--- config.mk ---
export PLATFORM = sky130hd
export DESIGN_NAME = ultrasonic_echo_ranger_flat
export DESIGN_NICKNAME = d
export VERILOG_FILES = /design/src/rtl/uer_pkg.sv /design/src/rtl/uer_ifs.sv /design/src/rtl/uer_lane.sv /design/src/rtl/uer_mode.sv /design/src/rtl/ultrasonic_echo_ranger.sv /design/src/flat_wrapper.sv
export SDC_FILE = /design/constraint.sdc
export NUM_CORES = 1
export LEC_CHECK = 0
export BUFFER_PORTS_ARGS = -buffer_cell sky130_fd_sc_hd__buf_2
export CORE_ASPECT_RATIO = 0.75
export CORE_MARGIN = 5
export CORE_UTILIZATION = 39
export DETAILED_ROUTE_END_ITERATION = 10
export GPL_TIMING_DRIVEN = 1
export PLACE_DENSITY = 0.64
export SLEW_MARGIN = 20
export SYNTH_ARGS = -nofsm -noshare
export SYNTH_HDL_FRONTEND = slang
export SYNTH_SLANG_ARGS = --single-unit
export TNS_END_PERCENT = 20
--- constraint.sdc ---
create_clock -name clock -period 7.7 [get_ports clock]
set_clock_uncertainty 0.15 [all_clocks]
set_input_delay 0.77 -clock clock [delete_from_list [all_inputs] [get_ports clock]]
set_output_delay 0.77 -clock clock [all_outputs]
set_load 0.05 [all_outputs]
--- src/rtl/uer_pkg.sv ---
`default_nettype none
// ----------------------------------------------------------------------------
// uer_pkg: shared types and constants of the ultrasonic echo ranger
// Field widths, codes, lane and mode control structs and the tick to centimetre scaler.
// ----------------------------------------------------------------------------
package uer_pkg;

   localparam int SENSOR_COUNT = 3;   // sensor lanes, 1 to 3
   localparam int ECHO_W       = 3;   // echo level bits on the request
   localparam int TIMER_W      = 16;
   localparam int CM_W         = 10;
   localparam int MODE_W       = 2;
   localparam int OUT_LANES    = 3;   // distance fields on the response

   // d * 5 / 58 / 10 (truncating) equals d / 116; done as a reciprocal multiply.
   // 36158 * 116 - 2^22 = 24, and 24 * 65535 < 2^22 keeps it exact for 16 bits.
   localparam logic [TIMER_W-1:0] RECIP_MULT  = 16'd36158;
   localparam int                 RECIP_SHIFT = 22;
   localparam int                 PROD_W      = 2 * TIMER_W;

   localparam logic ACT_SAMPLE  = 1'b0;
   localparam logic ACT_REFRESH = 1'b1;

   localparam logic [MODE_W-1:0] MODE_NONE = '0;

   localparam logic [CM_W-1:0] CM_MAX = 10'd564;

   typedef logic [CM_W-1:0]    cm_type;
   typedef logic [TIMER_W-1:0] ticks_type;
   typedef logic [MODE_W-1:0]  mode_type;

   typedef struct packed {
      logic advance;     // sample transfer moves into the lane stage
      logic prev_level;
      logic level;
   } lane_ctl_type;

   typedef struct packed {
      logic                    load;
      logic                    refresh;
      logic [SENSOR_COUNT-1:0] updated;
   } mode_ctl_type;

   function automatic cm_type ticks_to_cm(input ticks_type ticks);
      logic [PROD_W-1:0] prod;
      prod = PROD_W'(ticks) * PROD_W'(RECIP_MULT);
      return prod[RECIP_SHIFT +: CM_W];
   endfunction

endpackage
`default_nettype wire

--- src/rtl/uer_ifs.sv ---
`default_nettype none
// ----------------------------------------------------------------------------
// uer_ifs: request and response channels of the echo ranger
// Valid/ready channels; a transfer happens when both are high at a clock edge.
// ----------------------------------------------------------------------------
interface uer_req_if
   import uer_pkg::*;
();
   logic                valid;
   logic                ready;
   logic                action;
   logic [ECHO_W-1:0]   echo_levels;
   logic [TIMER_W-1:0]  timer_count;

   modport source (output valid, output action, output echo_levels,
                   output timer_count, input ready);
   modport sink   (input valid, input action, input echo_levels,
                   input timer_count, output ready);
endinterface

interface uer_rsp_if
   import uer_pkg::*;
();
   logic                    valid;
   logic                    ready;
   logic [MODE_W-1:0]       proximity_mode;
   logic [CM_W-1:0]         left_cm;
   logic [CM_W-1:0]         center_cm;
   logic [CM_W-1:0]         right_cm;
   logic [OUT_LANES-1:0]    new_reading;

   modport source (output valid, output proximity_mode, output left_cm,
                   output center_cm, output right_cm, output new_reading,
                   input ready);
   modport sink   (input valid, input proximity_mode, input left_cm,
                   input center_cm, input right_cm, input new_reading,
                   output ready);
endinterface
`default_nettype wire

--- src/rtl/uer_lane.sv ---
`default_nettype none
// ----------------------------------------------------------------------------
// uer_lane: one sensor's echo timing lane
// Captures the start tick on a rising edge, scales the pulse on a falling edge.
// ----------------------------------------------------------------------------
module uer_lane
   import uer_pkg::*;
(
   input  wire logic         clock,
   input  wire logic         reset,
   input  wire lane_ctl_type ctl,
   input  wire ticks_type    timer,
   output logic              fall,
   output cm_type            distance
);

   ticks_type start_ff;
   ticks_type duration;
   logic      rise;
   cm_type    dist_ff;

   assign rise     = ~ctl.prev_level & ctl.level;
   assign fall     = ctl.prev_level & ~ctl.level;
   assign duration = timer - start_ff;   // wraps modulo 2^16

   always_ff @(posedge clock) begin
      if (reset) begin
         start_ff <= '0;
         dist_ff  <= '0;
      end else if (ctl.advance) begin
         if (rise) begin
            start_ff <= timer;
         end
         if (fall) begin
            dist_ff <= ticks_to_cm(duration);
         end
      end
   end

   assign distance = dist_ff;

endmodule
`default_nettype wire

--- src/rtl/uer_mode.sv ---
`default_nettype none
// ----------------------------------------------------------------------------
// uer_mode: proximity mode tracker
// Near checks against the threshold; last near sensor wins, refresh may clear.
// ----------------------------------------------------------------------------
module uer_mode
   import uer_pkg::*;
(
   input  wire logic                                clock,
   input  wire logic                                reset,
   input  wire mode_ctl_type                        ctl,
   input  wire logic [SENSOR_COUNT-1:0][CM_W-1:0]   distance,
   input  wire cm_type                              threshold,
   output mode_type                                 mode_next
);

   mode_type                mode_ff;
   mode_type                mode_in;
   logic [SENSOR_COUNT-1:0] near;

   always_comb begin
      for (int i = 0; i < SENSOR_COUNT; i++) begin
         near[i] = (distance[i] <= threshold);
      end
   end

   always_comb begin
      mode_in = mode_ff;
      if (ctl.refresh) begin
         if (near == '0) begin
            mode_in = MODE_NONE;
         end
      end else begin
         for (int i = 0; i < SENSOR_COUNT; i++) begin
            if (ctl.updated[i] && near[i]) begin
               mode_in = MODE_W'(i + 1);
            end
         end
      end
   end

   always_ff @(posedge clock) begin
      if (reset) begin
         mode_ff <= MODE_NONE;
      end else if (ctl.load) begin
         mode_ff <= mode_in;
      end
   end

   assign mode_next = mode_in;

endmodule
`default_nettype wire

--- src/rtl/ultrasonic_echo_ranger.sv ---
// Path: a request transfer loads the input register, then the lane stage
// and result registers in turn; the response is driven from the result register.
// Throughput: one item per cycle unless rsp_ch.ready is low; the lane
// stage holds the scaler multiply, the result stage the threshold compares
// and the mode priority. Reset (synchronous, active high): pipeline empty,
// start times, distances and mode cleared, near threshold set to 10 cm.
`default_nettype none
// ----------------------------------------------------------------------------
// ultrasonic_echo_ranger: three-sensor echo pulse-width ranger
// Times echo pulses per sensor, converts to centimetres and tracks which
// sensor is near. One response per request.
// ----------------------------------------------------------------------------
module ultrasonic_echo_ranger
   import uer_pkg::*;
(
   input  wire logic       clock,
   input  wire logic       reset,
   uer_req_if.sink         req_ch,
   uer_rsp_if.source       rsp_ch,
   input  wire logic       csr_wr_en,
   input  wire logic [CM_W-1:0] csr_wr_data
);

   // --- configuration -------------------------------------------------------
   cm_type threshold_ff;

   always_ff @(posedge clock) begin
      if (reset) begin
         threshold_ff <= 10'd10;
      end else if (csr_wr_en) begin
         threshold_ff <= csr_wr_data;
      end
   end

   // --- pipeline control ----------------------------------------------------
   // Each stage loads when the stage after it is empty or moving on, so
   // bubbles collapse and a waiting response does not block the front.
   logic s1_valid_ff;
   logic s2_valid_ff;
   logic rsp_valid_ff;
   logic out_load;
   logic s2_load;
   logic s1_load;

   assign out_load = s2_valid_ff & (~rsp_valid_ff | rsp_ch.ready);
   assign s2_load  = s1_valid_ff & (~s2_valid_ff | out_load);
   assign s1_load  = req_ch.valid & req_ch.ready;

   assign req_ch.ready = ~s1_valid_ff | s2_load;

   always_ff @(posedge clock) begin
      if (reset) begin
         s1_valid_ff  <= 1'b0;
         s2_valid_ff  <= 1'b0;
         rsp_valid_ff <= 1'b0;
      end else begin
         if (req_ch.ready) begin
            s1_valid_ff <= req_ch.valid;
         end
         if (~s2_valid_ff | out_load) begin
            s2_valid_ff <= s1_valid_ff;
         end
         if (~rsp_valid_ff | rsp_ch.ready) begin
            rsp_valid_ff <= s2_valid_ff;
         end
      end
   end

   // --- input register --------------------------------------------------------
   logic              s1_action_ff;
   logic [ECHO_W-1:0] s1_levels_ff;
   ticks_type         s1_timer_ff;

   always_ff @(posedge clock) begin
      if (s1_load) begin
         s1_action_ff <= req_ch.action;
         s1_levels_ff <= req_ch.echo_levels;
         s1_timer_ff  <= req_ch.timer_count;
      end
   end

   // --- sensor lanes ----------------------------------------------------------
   // Edges are taken against the levels of the last sample transfer; a
   // refresh leaves levels and start times alone.
   logic                              sample_adv;
   logic [SENSOR_COUNT-1:0]           prev_levels_ff;
   logic [SENSOR_COUNT-1:0]           lane_level;
   logic [SENSOR_COUNT-1:0]           lane_fall;
   logic [SENSOR_COUNT-1:0][CM_W-1:0] lane_dist;

   assign sample_adv = s2_load & (s1_action_ff == ACT_SAMPLE);

   for (genvar i = 0; i < SENSOR_COUNT; i++) begin : g_lane
      lane_ctl_type lane_ctl;

      if (i < ECHO_W) begin : g_pin
         assign lane_level[i] = s1_levels_ff[i];
      end else begin : g_nopin
         assign lane_level[i] = 1'b0;   // no echo pin beyond the third sensor
      end

      assign lane_ctl.advance    = sample_adv;
      assign lane_ctl.prev_level = prev_levels_ff[i];
      assign lane_ctl.level      = lane_level[i];

      uer_lane u_lane (
         .clock    (clock),
         .reset    (reset),
         .ctl      (lane_ctl),
         .timer    (s1_timer_ff),
         .fall     (lane_fall[i]),
         .distance (lane_dist[i])
      );
   end

   always_ff @(posedge clock) begin
      if (reset) begin
         prev_levels_ff <= '0;
      end else if (sample_adv) begin
         prev_levels_ff <= lane_level;
      end
   end

   // --- lane stage register -----------------------------------------------------
   // Distances in the lanes already hold this item's updates while it sits here.
   logic                    s2_action_ff;
   logic [SENSOR_COUNT-1:0] s2_updated_ff;

   always_ff @(posedge clock) begin
      if (s2_load) begin
         s2_action_ff  <= s1_action_ff;
         s2_updated_ff <= (s1_action_ff == ACT_SAMPLE) ? lane_fall : '0;
      end
   end

   // --- proximity mode ----------------------------------------------------------
   mode_ctl_type mode_ctl;
   mode_type     mode_next;

   assign mode_ctl.load    = out_load;
   assign mode_ctl.refresh = (s2_action_ff == ACT_REFRESH);
   assign mode_ctl.updated = s2_updated_ff;

   uer_mode u_mode (
      .clock     (clock),
      .reset     (reset),
      .ctl       (mode_ctl),
      .distance  (lane_dist),
      .threshold (threshold_ff),
      .mode_next (mode_next)
   );

   // --- result register ---------------------------------------------------------
   logic [OUT_LANES-1:0][CM_W-1:0] out_cm;
   logic [OUT_LANES-1:0]           out_new;
   mode_type                       rsp_mode_ff;
   logic [OUT_LANES-1:0][CM_W-1:0] rsp_cm_ff;
   logic [OUT_LANES-1:0]           rsp_new_ff;

   for (genvar j = 0; j < OUT_LANES; j++) begin : g_out
      if (j < SENSOR_COUNT) begin : g_used
         assign out_cm[j]  = lane_dist[j];
         assign out_new[j] = s2_updated_ff[j];
      end else begin : g_unused
         assign out_cm[j]  = '0;
         assign out_new[j] = 1'b0;
      end
   end

   always_ff @(posedge clock) begin
      if (out_load) begin
         rsp_mode_ff <= mode_next;
         rsp_cm_ff   <= out_cm;
         rsp_new_ff  <= out_new;
      end
   end

   assign rsp_ch.valid          = rsp_valid_ff;
   assign rsp_ch.proximity_mode = rsp_mode_ff;
   assign rsp_ch.left_cm        = rsp_cm_ff[0];
   assign rsp_ch.center_cm      = rsp_cm_ff[1];
   assign rsp_ch.right_cm       = rsp_cm_ff[2];
   assign rsp_ch.new_reading    = rsp_new_ff;

`ifndef SYNTHESIS
   // Front only stalls when every stage holds an item.
   a_stall_full: assert property (@(posedge clock) disable iff (reset)
      !req_ch.ready |-> (s1_valid_ff && s2_valid_ff && rsp_valid_ff))
      else $error("request stalled with a free pipeline stage");

   // A refresh never reports a new reading.
   a_refresh_no_new: assert property (@(posedge clock) disable iff (reset)
      (out_load && s2_action_ff == ACT_REFRESH) |=> (rsp_new_ff == '0))
      else $error("refresh transfer flagged a new reading");

   // A refresh either clears the mode or leaves it as it was.
   a_refresh_mode: assert property (@(posedge clock) disable iff (reset)
      (out_load && s2_action_ff == ACT_REFRESH)
      |=> (rsp_mode_ff == MODE_NONE || rsp_mode_ff == $past(u_mode.mode_ff)))
      else $error("refresh set a non-zero mode");

   // Scaled distances stay within the 16-bit pulse range.
   a_dist_range: assert property (@(posedge clock) disable iff (reset)
      rsp_valid_ff |-> (rsp_cm_ff[0] <= CM_MAX && rsp_cm_ff[1] <= CM_MAX
                        && rsp_cm_ff[2] <= CM_MAX))
      else $error("distance out of range");
`endif

endmodule
`default_nettype wire
--- src/flat_wrapper.sv ---
// flat-port wrapper written by rule: the top's interface ports become plain ports
module ultrasonic_echo_ranger_flat import uer_pkg::*;
  (clock, reset, csr_wr_en, csr_wr_data, req_ch_valid, req_ch_action, req_ch_echo_levels, req_ch_timer_count, req_ch_ready, rsp_ch_valid, rsp_ch_proximity_mode, rsp_ch_left_cm, rsp_ch_center_cm, rsp_ch_right_cm, rsp_ch_new_reading, rsp_ch_ready);
  uer_req_if req_ch_i ();
  uer_rsp_if rsp_ch_i ();
  input  wire logic clock;
  input  wire logic reset;
  input  wire logic csr_wr_en;
  input  wire logic [CM_W-1:0] csr_wr_data;
  input wire logic [$bits(req_ch_i.valid)-1:0] req_ch_valid;
  input wire logic [$bits(req_ch_i.action)-1:0] req_ch_action;
  input wire logic [$bits(req_ch_i.echo_levels)-1:0] req_ch_echo_levels;
  input wire logic [$bits(req_ch_i.timer_count)-1:0] req_ch_timer_count;
  output wire logic [$bits(req_ch_i.ready)-1:0] req_ch_ready;
  output wire logic [$bits(rsp_ch_i.valid)-1:0] rsp_ch_valid;
  output wire logic [$bits(rsp_ch_i.proximity_mode)-1:0] rsp_ch_proximity_mode;
  output wire logic [$bits(rsp_ch_i.left_cm)-1:0] rsp_ch_left_cm;
  output wire logic [$bits(rsp_ch_i.center_cm)-1:0] rsp_ch_center_cm;
  output wire logic [$bits(rsp_ch_i.right_cm)-1:0] rsp_ch_right_cm;
  output wire logic [$bits(rsp_ch_i.new_reading)-1:0] rsp_ch_new_reading;
  input wire logic [$bits(rsp_ch_i.ready)-1:0] rsp_ch_ready;
  assign req_ch_i.valid = req_ch_valid;
  assign req_ch_i.action = req_ch_action;
  assign req_ch_i.echo_levels = req_ch_echo_levels;
  assign req_ch_i.timer_count = req_ch_timer_count;
  assign req_ch_ready = req_ch_i.ready;
  assign rsp_ch_valid = rsp_ch_i.valid;
  assign rsp_ch_proximity_mode = rsp_ch_i.proximity_mode;
  assign rsp_ch_left_cm = rsp_ch_i.left_cm;
  assign rsp_ch_center_cm = rsp_ch_i.center_cm;
  assign rsp_ch_right_cm = rsp_ch_i.right_cm;
  assign rsp_ch_new_reading = rsp_ch_i.new_reading;
  assign rsp_ch_i.ready = rsp_ch_ready;
  ultrasonic_echo_ranger u_core (.clock(clock), .reset(reset), .req_ch(req_ch_i), .rsp_ch(rsp_ch_i), .csr_wr_en(csr_wr_en), .csr_wr_data(csr_wr_data));
endmodule
# After elaboration in Yosys (flattened, before gate mapping)
# Cells that the tools add are included.
[totals]
mem_bits_ro = 0
ram_bits = 0
latchBits = 0
elab_cells = 69
in_bits = 35
output_inout_bits = 37
mem_count = 0
register_bits = 155
[op_classes]
mul = 3
eq_ne = 0
muxes = 5
n_lt_le_gt_ge = 3
bitwise = 23
n_addsub = 3
shifts = 0
div_mod_pow = 0
n_reduce_logical = 10
[ops]
columns = ["op", "n"]
rows = [
  ["16-bit by 15-bit multiplier with 31-bit output (second input constant)", 3],
  ["16-bit subtractor", 3],
  ["10-bit <= comparator", 3],
  ["2-bit AND reduction", 6],
  ["1-bit bitwise AND", 10],
  ["2-bit two-way mux", 5],
  ["1-bit NOT", 10],
  ["1-bit logical AND", 3],
  ["3-bit logical NOT", 1],
  ["1-bit bitwise OR", 3],
]

# Longest topological paths before layout
# Gate-level depths: netlist (run 1).
[depth]
word_depth = 7
ltp_mapped = 33
ltp_nobuf = 33

# Cells and area by module
# Synthesis (run 1) repeated with hierarchy kept, for this count alone.
[unflattened]
hier_cells = 2312
area_unflattened_um2 = 21694.6
[by_module_without_submodules]
columns = ["mod", "instances", "area_each_um2", "cells_per_inst", "seq_area_each_um2"]
rows = [
  ["uer_lane at u_core.g_lane[2].u_lane", 1, 6182.2, 692, 520.5],
  ["uer_lane at u_core.g_lane[1].u_lane", 1, 6144.6, 705, 520.5],
  ["uer_lane at u_core.g_lane[0].u_lane", 1, 5975.7, 674, 520.5],
  ["ultrasonic_echo_ranger", 1, 2423.6, 124, 2092.0],
  ["uer_mode", 1, 968.4, 117, 40.0],
]

# Least setup slack after synthesis (run 1)
# Ideal clock, no wire load.
[synth_timing]
path_type = "reg2reg"
start = "reg u_core.s1_timer_ff[0]"
end = "reg u_core.g_lane[1].u_lane.dist_ff[9]"
setup_ns = 0.062
arrival_ns = 7.907
path_stages_with_launch = 32
slack_ns = -0.420
synth_period_minus_slack_ns = 8.120
required_time_ns = 7.488
path_buffers = 0
cell_sequence = "edfxtp_1 -> inv_1 -> ha_1 -> inv_1 -> fa_1 -> a21o_1 -> a21oi_1 -> o21bai_1 -> a31oi_1 -> o21ai_0 -> o21ai_0 -> xnor2_1 -> inv_1 -> fa_1 -> fa_1 -> inv_1 -> fa_1 -> fa_1 -> fa_1 -> inv_1 -> fa_1 -> inv_1 -> ha_1 -> a211oi_1 -> nand2_1 -> nor4_2 -> o311ai_1 -> a221o_1 -> a211oi_2 -> nor2b_1 -> or4_1 -> nand3_1"
[synth_between]
elab_chain_cells = 2
[synth_rtl]
columns = ["element", "line", "rtl"]
rows = [
  ["start, declared", "ultrasonic_echo_ranger.sv:72", "ticks_type s1_timer_ff;"],
  ["start signal, assigned", "ultrasonic_echo_ranger.sv:78", "s1_timer_ff <= req_ch.timer_count;"],
  ["16-bit subtractor", "uer_lane.sv:24", "assign duration = timer - start_ff;"],
  ["16-bit by 15-bit multiplier with 31-bit output", "uer_pkg.sv:46", "prod = PROD_W'(ticks) * PROD_W'(RECIP_MULT);"],
  ["end signal, assigned", "uer_lane.sv:35", "dist_ff <= ticks_to_cm(duration);"],
  ["end, declared", "uer_lane.sv:20", "cm_type dist_ff;"],
]
# No other way between the ends.
# A chain may end at the register's enable or synchronous reset.

# Final worst setup path (run 1)
# Same ends and word-level chain as after synthesis.

==> run_results.csv, run 1 <==
group,metric,value,unit
placement,place_congestion,0.945,
clock_tree,clock-root-buffer,"clkbuf_16",
die,initial_core_util,39.2,%
sta,setup_viol,25,
run,maxCapViolations,0,
route,ant_nets,0,
min_path,holdCritStartpoint,"u_core.g_lane[1].u_lane.start_ff[3]",
sta,finalCritPeriodShare,104,%
grt,grtUsageTotal,17.7,%
die,die_h,210,um
synth,syn_nets,2870,
worst_setup_path,path_common_cell,"fa_1",
worst_setup_path,cp-start-kind,"flip-flop",
route,drc,0,
clock_tree,htreeDepth,4,
route,drt-initial-drc-count,954,
finish,drive_gt1_share,17.1,%
finish,fin_nets,3132,
worst_setup_path,cp.arrival,8.26,ns
placement,dp_hpwl,44200,um
clock_tree,clock_sinks,155,
run_status,status,"complete, but fails checks",
route,routed_wl,51200,um
synth,synth_cell_types,58,
synth,synth_edf_count,59,
worst_setup_path,r2r_start,"u_core.s1_timer_ff[0]",
worst_setup_path,critPathCaptureType,"flip-flop",
synth,synth_area_per_cell,9.55,sq um
synth,synthFlopType,"dfxtp_1",
route,vias,15364,
route,wire_per_inst,16.2,um
die,core,52800,sq um
sta,rsz0062_at_grt,"true",
route,via_per_inst,4.87,
clock_tree,clkTransAtPathRegs,0.07,ns
sta,fin_crit,8.03,ns
synth,ys_seq_area_share,17.8,%
synth,synth_top_area_share,25.2,%
min_path,min_path_type,"reg2reg",
die,die_x,276,um
die,fp-row-count,73,
sta,slew_headroom,37.7,%
die,pin_count,72,
grt,grt_pass1_wl,83300,um
finish,final_cell_mix,"517 x inv_1, 404 x ha_1, 237 x fa_1",
grt,antenna_found_initial,1,
worst_setup_path,slowest_stage,"fa_1",
synth,synth_area_leader_cell,"ha_1",
clock_tree,cts_max_path_buffers,2,
sta,timing.fmax,125,MHz
grt,grt_pass1_vias,15965,
clock_tree,cts_tree,"done",
finish,num_antenna_cells,0,
clock_tree,cts-buffers-inserted,17,
finish,final_common_cell,"inv_1",
synth,syn_inst,2169,
sta,fin_ws,-0.325,ns
route,drt_first_pass_iters,5,
synth,yosysWarnings,0,
worst_setup_path,critPathKind,"reg2reg",
synth,yosys-top-cells-area,"ha_1 25%, fa_1 24%, inv_1 9.5%",
clock_tree,clock_latency,0.44,ns
grt,grt_start_max_net_pins,75,
die,die_area,57800,sq um
worst_setup_path,max_stage_delay,0.57,ns
finish,area_growth,18.7,%
worst_setup_path,worstPathRequired,7.94,ns
worst_setup_path,cp-startpoint,"u_core.s1_timer_ff[0]",
sta,worst_pin_slew,0.932,ns
placement,portBuffers,71,
worst_setup_path,cp_max_fo,4,
synth,yosys_register_bits,155,
synth,async_reset_ff_share,0,%
run_status,violations,"setup timing",
sta,setup_tns,-2.97,ns
sta,drv_slew,0,
sta,hold_viol,0,
grt,overflow,0,
synth,syn_area,20700,sq um
-- critical path: cells and delay by family (launching register included) --
kind | cells | cell delay (ns)
compound gates | 13 | 2.28
fa+ha+maj | 9 | 3.64
flops | 1 | 0.42
xor+xnor | 1 | 0.21
buf+inv | 7 | 0.47
simple gates | 4 | 0.78
-- registers in the layout, summed over array words and instances (netlist names) --
| signal | flops |
|---|---|
| u_core.g_lane.u_lane.start_ff | 48 |
| u_core.g_lane.u_lane.distance | 30 |
| u_core.s1_timer_ff | 16 |
| u_core.rsp_ch.center_cm | 10 |
| u_core.rsp_ch.left_cm | 10 |
| u_core.rsp_ch.right_cm | 10 |
| u_core.threshold_ff | 10 |
| u_core.lane_level | 3 |
| u_core.out_new | 3 |
| u_core.prev_levels_ff | 3 |
| u_core.rsp_ch.new_reading | 3 |
| u_core.rsp_ch.proximity_mode | 2 |
| u_core.u_mode.mode_ff | 2 |
| u_core.rsp_ch.valid | 1 |
| u_core.s1_action_ff | 1 |
| u_core.s1_valid_ff | 1 |
| u_core.s2_action_ff | 1 |
| u_core.s2_valid_ff | 1 |
-- what timing repair did --
item | CTS | global route
endpoints found under the setup margin | 28 | 30
hold buffers | 0 | 0
resized for setup | 36 | 72
pin swaps | 53 | 49
setup buffers | 16 | 8
-- metal layers --
| layer | share of wire [%] | up-vias | routed length [um] | track usage (%) |
|---|---|---|---|---|
| li1 | - | 7531 | - | - |
| met5 | 0 | - | 0 | 0 |
| met3 | 6.3 | 27 | 3240 | 4.26 |
| met1 | 49 | 7522 | 25000 | 25.8 |
| met2 | 44 | 284 | 22500 | 27.6 |
| met4 | 0.80 | 0 | 409 | 2.72 |
-- final timing paths --
check,to,slack [ns],depth (start not counted)
min reg2reg,u_core.g_lane[1].u_lane.start_ff[3],0.31,2
min,u_core.g_lane[1].u_lane.start_ff[3],0.31,2
max,u_core.g_lane[1].u_lane.distance[9],-0.33,34
max reg2reg,u_core.g_lane[1].u_lane.distance[9],-0.33,34
-- cell type report --
type | count | area, sq um
flip-flops and latches | 155 | 3690
clock buffers | 19 | 443
inverters | 524 | 1970
fillers | 4961 | 28200
well taps | 712 | 891
multi-input cells | 1464 | 15600
repair buffers | 269 | 1860
clock inverters | 13 | 131
-- stage by stage --
stage          cell area [sq um]  setup slack, ns  cells  utilization [%]  hold WS (ns)
6_report                   24600           -0.325   3156             46.6         0.306
5_1_grt                    24600           -0.668   3156             46.6         0.318
4_1_cts                    24100           -0.319   3147             45.7         0.308
3_5_place_dp               23300           -0.615   3099             44.1         0.299
3_3_place_gp               23300           -0.484   3099             44.1         0.292
2_1_floorplan              20800          -0.0505   2169                -         0.268
-- logic make-up after synthesis --
kind of cell,synth area share (%)
AOI/OAI and AO/OA,9.11
xor gates and xnor gates,4.23
adders and majority gates,49.3
buffers and inverters,9.97
DFF,17.8
muxes,1.16
and+or+nand+nor,8.41
-- cells in the mapped netlist (3+ instances only) --
cell	number
or2_2	5
clkbuf_1	22
nor4_1	3
or3_1	8
a21oi_1	132
o21bai_1	7
a211oi_1	14
a21o_1	37
buf_1	4
a41oi_1	3
xor2_1	32
nor3_1	17
fa_1	249
edfxtp_1	59
o211a_1	3
nand2b_1	15
and3_1	12
mux2i_1	24
a211o_1	4
nand3_1	22
nand4_1	13
nand3b_1	5
inv_1	524
a31oi_1	9
a22o_1	6
o21ai_0	37
o21a_1	11
nand2_1	145
and2_1	10
nor2b_1	18
dfxtp_1	96
o211ai_1	11
o31ai_1	4
nand4b_1	3
ha_1	417
xnor2_1	68
nor2_1	90
a21boi_0	4
Power of run 1 is left out: the tool's default activity adds up to more than one toggle a clock period on the data nets, which glitch-free logic cannot reach.
==> run 2: changes to the inputs <==
Settings changed: ABC_AREA from default to 1, TNS_END_PERCENT 20 to 5.
==> run_results.csv, run 2 <==
group,metric,value,unit
worst_setup_path,cp-start-kind,"flip-flop",
sta,fin_crit,7.14,ns
synth,synth_area_leader_cell,"ha_1",
grt,grt_pass1_vias,17868,
sta,hold_viol,0,
worst_setup_path,worstPathRequired,7.89,ns
worst_setup_path,critPathKind,"reg2reg",
clock_tree,cts_max_path_buffers,2,
worst_setup_path,cp_max_fo,6,
sta,setup_tns,0,ns
clock_tree,clock_latency,0.45,ns
route,wire_per_inst,15.2,um
clock_tree,clkTransAtPathRegs,0.07,ns
synth,syn_area,23000,sq um
worst_setup_path,slowest_stage,"fa_1",
run,maxCapViolations,0,
worst_setup_path,critPathCaptureType,"flip-flop",
finish,max_flop_register,"u_core.g_lane.u_lane.start_ff",
min_path,holdCritStartpoint,"u_core.g_lane[0].u_lane.distance[0]",
worst_setup_path,path_delay_family,"adder cells",
die,initial_core_util,39.3,%
grt,grtUsageTotal,18.3,%
sta,setup_viol,0,
worst_setup_path,cp-startpoint,"u_core.s1_timer_ff[0]",
clock_tree,cts_tree,"done",
finish,final_util,42.6,%
clock_tree,clock-root-buffer,"clkbuf_16",
run_status,status,"complete, no violations",
sta,worst_pin_slew,1.04,ns
die,pin_count,72,
synth,synth_area_per_cell,7.97,sq um
die,die_x,291,um
worst_setup_path,path_buf_inv,8,
synth,synth_top_area_share,22.7,%
min_path,min_path_type,"reg2reg",
finish,fin_nets,3674,
synth,synth_edf_count,59,
synth,yosysWarnings,0,
synth,syn_nets,3591,
finish,largest_reg_flops,48,
sta,drv_slew,0,
synth,yosys_register_bits,155,
synth,yosysMostFrequentCell,"inv_1",
synth,syn_inst,2890,
grt,antenna_found_initial,0,
route,ant_nets,0,
die,die_area,64100,sq um
clock_tree,clock_sinks,155,
sta,timing.fmax,140,MHz
synth,yosys-top-cells-area,"ha_1 23%, fa_1 22%, inv_1 12%",
clock_tree,htreeDepth,4,
clock_tree,cts-buffers-inserted,17,
grt,grt_start_max_net_pins,49,
finish,num_antenna_cells,0,
route,drt-initial-drc-count,1326,
finish,nFillCells,5948,
die,die_h,220,um
route,vias,18178,
worst_setup_path,r2r_slack,0.56,ns
worst_setup_path,path_common_cell,"inv_1",
synth,synthFlopType,"dfxtp_1",
worst_setup_path,cp.arrival,7.33,ns
sta,finalCritPeriodShare,92.7,%
finish,drive_gt1_share,5.63,%
finish,area_growth,8.57,%
grt,overflow,0,
grt,grt_pass1_wl,94400,um
sta,rsz0062_at_grt,"false",
finish,largestRegisters,"u_core.g_lane.u_lane.start_ff (48), u_core.g_lane.u_lane.distance (30), u_core.s1_timer_ff (16)",
die,fp-row-count,77,
placement,dpl_cell_area,24400,sq um
placement,portBuffers,71,
finish,multiInputGateArea,16500,sq um
route,drc,0,
synth,ys_seq_area_share,16.0,%
route,drt_first_pass_iters,5,
synth,synthTopCellsByCount,"722 x inv_1, 461 x nand2_1, 417 x ha_1",
worst_setup_path,max_stage_delay,0.54,ns
finish,fin_area,25000,sq um
sta,slew_headroom,30.7,%
synth,async_reset_ff_share,0,%
placement,place_congestion,0.964,
finish,regArea,3690,sq um
route,routed_wl,57600,um
synth,synth_cell_types,51,
die,core,58700,sq um
placement,dp_hpwl,50100,um
finish,final_common_cell,"inv_1",
route,via_per_inst,4.81,
finish,final_cell_mix,"722 x inv_1, 461 x nand2_1, 417 x ha_1",
worst_setup_path,r2r_start,"u_core.s1_timer_ff[0]",
## run 2: cell families (layout without fill, tap and decap cells)
kind of cell | Yosys count | after routing | share of synthesized area (%)
adder cells (fa/ha/maj) | 666 | 666 | 44.3
AO/OA/AOI/OAI | 372 | 372 | 8.74
buffers and inverters | 759 | 855 | 12.5
AND/OR/NAND/NOR | 887 | 887 | 16.0
XOR/XNOR | 51 | 51 | 2.39
flip-flops | 155 | 155 | 16.0
## run 2: worst paths after layout
path	end	cells after the start
max reg2reg	u_core.g_lane[1].u_lane.distance[8]	32
max	u_core.g_lane[1].u_lane.distance[8]	32
min reg2reg	u_core.rsp_ch.left_cm[0]	0
min	u_core.rsp_ch.left_cm[0]	0
## run 2: final cells by class
cell class / count / share of cell area (%)
sequential: 155 / 14.8
timing repair buffer: 92 / 2.05
inverter: 731 / 11.0
multi-input combinational: 1976 / 66.0
tap: 790 / 3.95
clock inverter: 14 / 0.525
clock buffer: 18 / 1.72
## run 2: timing repair
item	4_1_cts	5_1_grt
hold endpoints to repair	0	0
hold buffers	0	0
setup endpoints to repair	0	6
gates resized for setup	0	3
buffers inserted	0	3
## run 2: routing by layer
| layer | global-route usage, % | vias up | share of wire, % |
|---|---|---|---|
| li1 | - | 9232 | - |
| met2 | 26.1 | 503 | 38 |
| met4 | 2.42 | 0 | 0.83 |
| met3 | 3.91 | 28 | 8.4 |
| met1 | 28.9 | 8415 | 52 |
| met5 | 0 | - | 0 |
## run 2: worst register-to-register path: cells and delay by family (launching register included)
family | cells | cell delay [ns]
AO/OA/AOI/OAI | 4 | 0.93
AND/OR/NAND/NOR | 11 | 1.02
adder cells (fa/ha/maj) | 9 | 3.97
flip-flops | 1 | 0.36
buffers and inverters | 8 | 0.61
## run 2: through the flow
step / setup WS [ns] / hold slack (ns) / std cells
6_report: 0.559 / 0.283 / 3776
4_1_cts: 0.331 / 0.282 / 3773
2_1_floorplan: 1.19 / 0.258 / 2890
5_1_grt: 0.00890 / 0.317 / 3776
3_3_place_gp: 0.392 / 0.259 / 3741
3_5_place_dp: 0.364 / 0.266 / 3741
Power of run 2 is left out for the same reason.
